$ cat config.mk
export PLATFORM = sky130hd
export DESIGN_NAME = trrw_ctrl
export DESIGN_NICKNAME = d
export VERILOG_FILES = /design/src/rtl/trrw_pkg.sv /design/src/rtl/trrw_ctrl.sv
export SDC_FILE = /design/constraint.sdc
export NUM_CORES = 1
export LEC_CHECK = 0
export BUFFER_PORTS_ARGS = -buffer_cell sky130_fd_sc_hd__buf_4
export CORE_AREA = 2 2 39 41
export DETAILED_ROUTE_END_ITERATION = 10
export DIE_AREA = 0 0 41 43
export HOLD_SLACK_MARGIN = 0.08
export MAX_ROUTING_LAYER = met4
export PLACE_DENSITY = 0.49
export SYNTH_ARGS = -nofsm -noshare
export SYNTH_HDL_FRONTEND = slang
export SYNTH_SLANG_ARGS = --single-unit
$ cat constraint.sdc
create_clock -name clk -period 1.8 [get_ports clk]
set_clock_uncertainty 0.05 [all_clocks]
set_input_delay 0.27 -clock clk [delete_from_list [all_inputs] [get_ports clk]]
set_output_delay 0.27 -clock clk [all_outputs]
set_load 0.1 [all_outputs]
$ cat src/rtl/trrw_pkg.sv
// Shared types and constants of the trace record ring writer.
package trrw_pkg;

	localparam int STORE_BYTES  = 4096;
	localparam int HEADER_BYTES = 16;
	localparam int ADDR_W       = $clog2(STORE_BYTES);
	localparam int HDR_IDX_W    = $clog2(HEADER_BYTES);
	localparam int LEN_W        = 13;
	localparam int LEVEL_W      = 16;
	localparam int BYTE_W       = 8;
	localparam int SUM_W        = 16;
	localparam int USABLE_RESET = 4096;

	typedef enum logic [1:0] {
		CMD_BEGIN   = 2'd0,
		CMD_PAYLOAD = 2'd1,
		CMD_READ    = 2'd2,
		CMD_NONE    = 2'd3
	} cmd_t;

	typedef enum logic [1:0] {
		ST_OK         = 2'd0,
		ST_TOO_LONG   = 2'd1,
		ST_UNEXPECTED = 2'd2
	} status_t;

	typedef enum logic [1:0] {
		S_IDLE,
		S_HEADER,
		S_READ
	} state_t;

	typedef struct packed {
		logic                 accept_begin;
		logic                 accept_payload;
		logic                 accept_read;
		logic                 load_result;
		logic                 load_read;
		logic                 hdr_write;
		logic [HDR_IDX_W-1:0] hdr_index;
	} ctl_cmd_t;

	typedef struct packed {
		logic begin_fits;
	} dp_status_t;

endpackage

$ cat src/rtl/trrw_ctrl.sv
// Controller of the trace record ring writer: handshakes, header sequencing, read wait.
module trrw_ctrl import trrw_pkg::*; (
	input  logic       clk,
	input  logic       arst_n,
	input  logic       in_valid,
	output logic       in_stall,
	input  logic [1:0] command,
	output logic       out_valid,
	input  logic       out_stall,
	input  dp_status_t dp_status,
	output ctl_cmd_t   cmd,
	output state_t     state
);

	state_t               state_q;
	state_t               state_next;
	logic [HDR_IDX_W-1:0] hdr_idx_q;
	logic                 out_valid_q;
	logic                 accept;
	cmd_t                 op;

	assign op       = cmd_t'(command);
	// A new item may enter while the waiting result leaves in the same cycle.
	assign in_stall = (state_q != S_IDLE) || (out_valid_q && out_stall);
	assign accept   = in_valid && !in_stall;

	always_comb begin
		state_next = state_q;
		unique case (state_q)
			S_IDLE: begin
				if (accept && op == CMD_BEGIN && dp_status.begin_fits) begin
					state_next = S_HEADER;
				end else if (accept && op == CMD_READ) begin
					state_next = S_READ;
				end
			end
			S_HEADER: begin
				if (hdr_idx_q == {HDR_IDX_W{1'b1}}) begin
					state_next = S_IDLE;
				end
			end
			S_READ: begin
				state_next = S_IDLE;
			end
			default: begin
				state_next = S_IDLE;
			end
		endcase
	end

	always_comb begin
		cmd                = '0;
		cmd.accept_begin   = accept && op == CMD_BEGIN;
		cmd.accept_payload = accept && op == CMD_PAYLOAD;
		cmd.accept_read    = accept && op == CMD_READ;
		cmd.load_result    = accept && op != CMD_READ;
		cmd.load_read      = state_q == S_READ;
		cmd.hdr_write      = state_q == S_HEADER;
		cmd.hdr_index      = hdr_idx_q;
	end

	always_ff @(posedge clk or negedge arst_n) begin
		if (!arst_n) begin
			state_q     <= S_IDLE;
			hdr_idx_q   <= '0;
			out_valid_q <= 1'b0;
		end else begin
			state_q <= state_next;
			if (state_q == S_HEADER) begin
				hdr_idx_q <= hdr_idx_q + 1'b1;
			end
			if (cmd.load_result || cmd.load_read) begin
				out_valid_q <= 1'b1;
			end else if (!out_stall) begin
				out_valid_q <= 1'b0;
			end
		end
	end

	assign out_valid = out_valid_q;
	assign state     = state_q;

endmodule

# Word-level counts from Yosys, hierarchy flattened
# Cells that the tools add are included.
[totals]
word_cells = 33
out_inout_bits = 14
inputBits = 7
regBits = 7
[op_classes]
addsub = 1
n_mux = 6
reduce_logical = 14
n_eq_ne = 9
[ops]
columns = ["op", "n"]
rows = [
  ["1-bit logical AND", 7],
  ["2-bit two-way mux", 3],
  ["4-bit by 1-bit adder with 4-bit output (second input constant)", 1],
  ["2-bit by 1-bit == test with 1-bit output (second input constant)", 2],
  ["2-bit == test (second input constant)", 2],
  ["4-bit == test (second input constant)", 1],
  ["2-bit zero test", 2],
  ["2-bit by 1-bit inequality test with 1-bit output (second input constant)", 2],
  ["2-bit case mux with 2 select lines", 1],
  ["3-bit inequality test (second input constant)", 1],
  ["1-bit logical OR", 2],
  ["1-bit two-way mux", 2],
  ["2-bit inequality test (second input constant)", 1],
  ["2-bit AND reduction", 1],
  ["2-bit nonzero test", 1],
  ["1-bit zero test", 1],
]

# Longest topological paths before layout
# Gate-level depths: netlist (run 1).
[depth]
depth_word = 8
ltp_mapped = 4

# Worst setup path before layout (run 1)
# Ideal clock, no wire load.
[synth_timing]
path_type = "register to output"
startpoint = "reg state_q[1], in the netlist state[1]"
endpoint = "out cmd[9] (netlist bit)"
arrival_time_ps = 3336
slack_ps = -1856
stages_incl_launch_ff = 4
path_buffers = 0
path_cell_list = "dfrtp_1 -> a211oi_2 -> nand2_2 -> nor3_1"
[synth_lines]
columns = ["element", "line_no", "rtl"]
rows = [
  ["start: declaration", "trrw_ctrl.sv:15", "state_t state_q;"],
  ["start signal: assignment", "trrw_ctrl.sv:68", "state_q <= state_next;"],
  ["end: declaration", "trrw_ctrl.sv:11", "output ctl_cmd_t cmd,"],
]

==> results_dict.tcl, run 1 <==
set metrics [dict create \
    outcome "finished, violations left" \
    violations "setup timing" \
    setup_tns_ns -0.299 \
    setup_slack_after_layout_ns -0.134 \
    overflow 0 \
    track_usage 0.132 \
    most-common-layout-cells "sky130_fd_sc_hd__buf_4 (20), sky130_fd_sc_hd__dfrtp_1 (4), sky130_fd_sc_hd__buf_12 (4), sky130_fd_sc_hd__nand2_1 (3), sky130_fd_sc_hd__clkbuf_4 (3)" \
    synth_area_per_cell_um2 10.6 \
    core.rowCount 14 \
    cpMaxStageDelayCell "sky130_fd_sc_hd__dfrtp_4" \
    max_freq_ghz 0.517 \
    drt_iter0_drc 3 \
    post_drt_wl_per_cell_um 11.6 \
    fp.coreArea_mm2 0.00138 \
    setup.reg_to_reg.worst_slack_ns 0.49 \
    first_pass_grt_wire_length_um 1440 \
    floorplan.io_pins 21 \
    chipWidth_um 41 \
    ys_warn_count 0 \
    antenna_violations_before_repair 0 \
    crit_path_end_kind "primary output" \
    timing.final.hold_violations 0 \
    syn_area_um2 349 \
    post-route-min-period_ns 1.93 \
    critical-path-top-delay-family "flip-flops" \
    clock_tree.buffer_depth 2 \
    worst_hold_path_type "input port to flip-flop" \
    synth_sequential_area_ratio 0.502 \
    number_of_buffers_created_by_cts 3 \
    min_period_over_period 1.07 \
    totalWireLength_um 907 \
    setup_viol_count_final 4 \
    ant_nets 0 \
    cell_by_cell_listing_of_the_critical_path "a211oi_4 -> nand2_4 -> nor3b_4 -> buf_12" \
    worstSetupStartpointType "flip-flop" \
    clock_sinks 7 \
    synthCells 33 \
    clk_latency_ns 0.25 \
    final_max_slew_viol_count 0 \
    critical_path_class "flip-flop to primary output" \
    final_antenna_diode_count 0 \
    die-height_um 43 \
    synthDistinctLibCells 19 \
    detailroute.via_count 345 \
    initial_core_util 0.252 \
    maximum_number_of_pins_on_one_net_before_global_route_repair 8 \
    final_util 0.497 \
    cts_max_level 1 \
    unrepaired_setup_endpoints_after_global_routing "true" \
    place.detailed.hpwl_um 671 \
    place.gp.congestion 0.653 \
    crit_arrival_ns 1.61 \
    ys_ff_latch 7 \
    detail_route.drc_violations 0 \
    mostFrequentLayoutCell "sky130_fd_sc_hd__buf_4" \
    worst_ep_required_time_ns 1.48 \
    cts_tree "yes" \
    clk_pin_slew_ns 0.05 \
    route.detailed.vias_per_inst 4.42 \
    slew-limit-headroom 0.788 \
    die_area_mm2 0.00176 \
    mapped_nets 41 \
    largest_stage_delay_on_the_critical_path_ns 0.48 \
    nets 71 \
    final_layout_size_suffix_gt1_frac 0.613 \
    crit_buf_inv 1 \
    clk_root_buffer_cell "sky130_fd_sc_hd__clkbuf_4" \
    grt_pass1_vias 343 \
    drt_first_pass_iters 3 \
    max_cap_viol_count 0 \
    critPathMaxFanout 5 \
    placement.io_buffers 20 \
    area_growth_syn_to_layout_pct 97.1 \
    worst_pin_slew_ns 0.317 \
]
==> repair_timing <==
| action | in CTS | in global routing |
|---|---|---|
| resized for setup | 12 | 3 |
| endpoints found under the setup margin | 4 | 5 |
| hold endpoints to repair | 7 | 0 |
| buffers inserted | 2 | 2 |
| pin swaps | 3 | 1 |
| hold buffers | 1 | 0 |
==> flip-flops by register name, indices dropped and copies added (netlist names) <==
name       flops
state          2
out_valid      1
hdr_idx_q      4
==> Yosys cell counts, drive strengths merged <==
library cell  number  share of area
mux2               1          0.032
nor3b              1          0.036
o21ai              2          0.029
nand4              1          0.018
a211oi             1          0.036
buf                1          0.022
ha                 1          0.036
dfrtp              7           0.50
nor2b              3          0.054
nor3               1          0.014
inv                1          0.011
xor2               1          0.025
nand2              4          0.050
a21oi              1          0.014
and3               2          0.036
xnor2              2          0.050
nor2               2          0.022
nand3              1          0.014
==> final cells by class <==
cell class	count	area [um^2]
multi-input combinational	24	203
sequential	7	184
inverter	1	3.75
timing repair buffer	26	251
tap	16	20.0
fill	146	696
clock buffer	4	26.3
==> final timing paths <==
kind,end,depth (start not counted),start
max,cmd[8],4,out_valid$_DFFE_PN0P_
max in group asynchronous,out_valid$_DFFE_PN0P_,2,arst_n
max reg2reg,hdr_idx_q[1]$_DFFE_PN0P_,3,state[1]$_DFFE_PN0P_
min reg2reg,hdr_idx_q[3]$_DFFE_PN0P_,1,hdr_idx_q[3]$_DFFE_PN0P_
min,state[0]$_DFFE_PN0P_,3,dp_status
min in group asynchronous,hdr_idx_q[2]$_DFFE_PN0P_,2,arst_n
==> routing by layer <==
metal,routed length [um],vias to the layer above,track usage
met3,51,5,0.0157
met4,47,0,0.140
met5,0,-,-
met1,333,156,0.149
met2,475,16,0.181
li1,-,168,-
==> per-stage QoR <==
step                setup slack (ns)  hold slack [ns]  std cells  area, um^2
CTS                           -0.137            0.208         76         661
detailed placement            0.0149           0.0399         69         559
floorplan                     -0.430          -0.0756         33         389
finish                        -0.134            0.210         78         688
global route                  -0.205            0.230         78         688
global placement              0.0857           0.0355         69         559
==> worst min-delay path, delay by kind of cell <==
family | cells | cell delay, ns
compound gates | 1 | 0.05
buf+inv | 1 | 0.11
simple gates | 1 | 0.05
==> cell families (layout without fill, tap and decap cells) <==
group | after synthesis | in the layout | synth area share
AND/OR/NAND/NOR | 15 | 15 | 0.244
buffers and inverters | 2 | 31 | 0.0323
multiplexers | 1 | 1 | 0.0323
adder cells (fa/ha/maj) | 1 | 1 | 0.0358
flip-flops | 7 | 7 | 0.502
AO/OA/AOI/OAI | 4 | 4 | 0.0788
XOR/XNOR | 3 | 3 | 0.0753
Power of run 1 is not shown: default switching activity piles up to over one toggle a cycle in this logic, so the estimate is an artifact.
==> run 2, diff against run 1 <==
--- a/config.mk
+++ b/config.mk
@@ -12,6 +12,8 @@
 export HOLD_SLACK_MARGIN = 0.08
 export MAX_ROUTING_LAYER = met4
 export PLACE_DENSITY = 0.49
+export SETUP_SLACK_MARGIN = 0.15
+export SKIP_LAST_GASP = 1
 export SYNTH_ARGS = -nofsm -noshare
 export SYNTH_HDL_FRONTEND = slang
 export SYNTH_SLANG_ARGS = --single-unit
==> run 2 against run 1 <==
  * The run still ends with setup timing left
  * First-iteration DRC count shrank 33%
  * Hold slack better by 0.015 ns
  * Setup slack better by 0.037 ns
  * Routed wire length up 3.7%
  * Largest cell class unchanged
  * Flip-flop and latch count stayed put
==> results_dict.tcl, run 2 (synthesis results as in run 1) <==
set metrics [dict create \
    die_area_mm2 0.00176 \
    critical-path-top-delay-family "flip-flops" \
    overflow 0 \
    final_max_slew_viol_count 0 \
    top_usage_layer "met2" \
    grt_util_met3 0.0157 \
    fp.coreArea_mm2 0.00138 \
    setup_slack_after_layout_ns -0.0968 \
    critPathMaxFanout 4 \
    cpMaxStageDelayCell "sky130_fd_sc_hd__dfrtp_4" \
    clock_tree.buffer_depth 2 \
    drt_first_pass_iters 2 \
    worstSetupStartpointType "flip-flop" \
    slew-limit-headroom 0.749 \
    crit_arrival_ns 1.58 \
    worst_ep_required_time_ns 1.48 \
    worst_hold_path_type "input port to flip-flop" \
    seqCellArea_um2 189 \
    post-route-min-period_ns 1.90 \
    fillCellCount 138 \
    setup_viol_count_final 4 \
    launching_instance_or_port_of_the_critical_path "state[1]$_DFFE_PN0P_" \
    route.detailed.vias_per_inst 4.51 \
    timing.final.hold_violations 0 \
    grt_pass1_vias 383 \
    cts_max_level 1 \
    outcome "finished, violations left" \
    antenna_violations_before_repair 0 \
    nets 73 \
    chipWidth_um 41 \
    detailroute.via_count 361 \
    place.detailed.hpwl_um 684 \
    place_ws_ns 0.0887 \
    cell_by_cell_listing_of_the_critical_path "a211oi_4 -> nand2_4 -> buf_4 -> nor2_4 -> buf_12" \
    largest_stage_delay_on_the_critical_path_ns 0.49 \
    first_pass_grt_wire_length_um 1520 \
    number_of_buffers_created_by_cts 3 \
    clk_latency_ns 0.25 \
    min_period_over_period 1.05 \
    fin_hold_ws_ns 0.225 \
    worst_pin_slew_ns 0.376 \
    core.rowCount 14 \
    floorplan.io_pins 21 \
    hp-start "dp_status" \
    drt_iter0_drc 2 \
    clk_root_buffer_cell "sky130_fd_sc_hd__clkbuf_4" \
    final_layout_size_suffix_gt1_frac 0.672 \
    registers.top_by_ff_count "hdr_idx_q" \
    unrepaired_setup_endpoints_after_global_routing "true" \
    detail_route.drc_violations 0 \
    largest_reg_flops 4 \
    critical_path_class "flip-flop to primary output" \
    clk_pin_slew_ns 0.05 \
    post_drt_wl_per_cell_um 11.8 \
    multiInputGateArea_um2 208 \
    violations "setup timing" \
    ant_nets 0 \
    placement.io_buffers 20 \
    totalWireLength_um 941 \
    max_cap_viol_count 0 \
    maximum_number_of_pins_on_one_net_before_global_route_repair 8 \
    crit_path_end_kind "primary output" \
    final_util 0.527 \
    reg2reg_from "state[1]$_DFFE_PN0P_" \
    grt_met2_usage 0.213 \
    mostFrequentLayoutCell "sky130_fd_sc_hd__buf_4" \
    crit_buf_inv 2 \
    initial_core_util 0.252 \
    cts_tree "yes" \
    gr-usage-met1 0.149 \
    max_freq_ghz 0.527 \
    most-common-layout-cells "sky130_fd_sc_hd__buf_4 (20), sky130_fd_sc_hd__buf_12 (5), sky130_fd_sc_hd__nand2_1 (3), sky130_fd_sc_hd__clkbuf_4 (3), sky130_fd_sc_hd__dfrtp_4 (3)" \
    track_usage 0.136 \
    area_growth_syn_to_layout_pct 109 \
    final_antenna_diode_count 0 \
    die-height_um 43 \
    clock_sinks 7 \
    place.gp.congestion 0.687 \
]
run 2: tightest hold or removal path: stages:
cell                      delay, ns
sky130_fd_sc_hd__buf_4         0.11
sky130_fd_sc_hd__nand2_1       0.06
sky130_fd_sc_hd__o21ai_1       0.05
run 2: per-layer routing:
metal  up-vias  wire, um
met3         4        56
met4         0        24
li1        172         -
met2        15       534
met5         -         0
met1       170       326
run 2: path summary, 6_finish.rpt:
check	to	slack [ns]	depth (start not counted)
worst max-delay path	cmd[6]	-0.1	5
worst min-delay path	state[0]$_DFFE_PN0P_	0.23	3
worst max register to register	out_valid$_DFFE_PN0P_	0.26	6
worst min register to register	hdr_idx_q[0]$_DFFE_PN0P_	0.45	1
max in group asynchronous	state[1]$_DFFE_PN0P_	1.24	2
min in group asynchronous	hdr_idx_q[0]$_DFFE_PN0P_	0.32	2
run 2: repair_timing:
action | 4_1_cts | 5_1_grt
hold endpoints to repair | 7 | 0
resized for setup | 16 | 5
hold buffers | 1 | 0
pin swaps | 5 | 2
setup buffers | 5 | 0
setup endpoints to repair | 5 | 7
run 2: stage by stage:
| stage | TNS [ns] | instances | cell area [um^2] |
|---|---|---|---|
| finish | -0.274 | 80 | 729 |
| floorplan | -1.28 | 33 | 394 |
| global placement | 0 | 70 | 572 |
| CTS | -0.217 | 80 | 713 |
| detailed placement | 0 | 70 | 572 |
| global route | -0.543 | 80 | 729 |
run 2: cell type report:
| class | instances | area share |
|---|---|---|
| inverters | 1 | 0.00515 |
| flip-flops and latches | 7 | 0.259 |
| multi-input cells | 24 | 0.285 |
| clock buffers | 4 | 0.0360 |
| well taps | 16 | 0.0274 |
| repair buffers | 28 | 0.388 |
Power of run 2 is left out for the same reason.
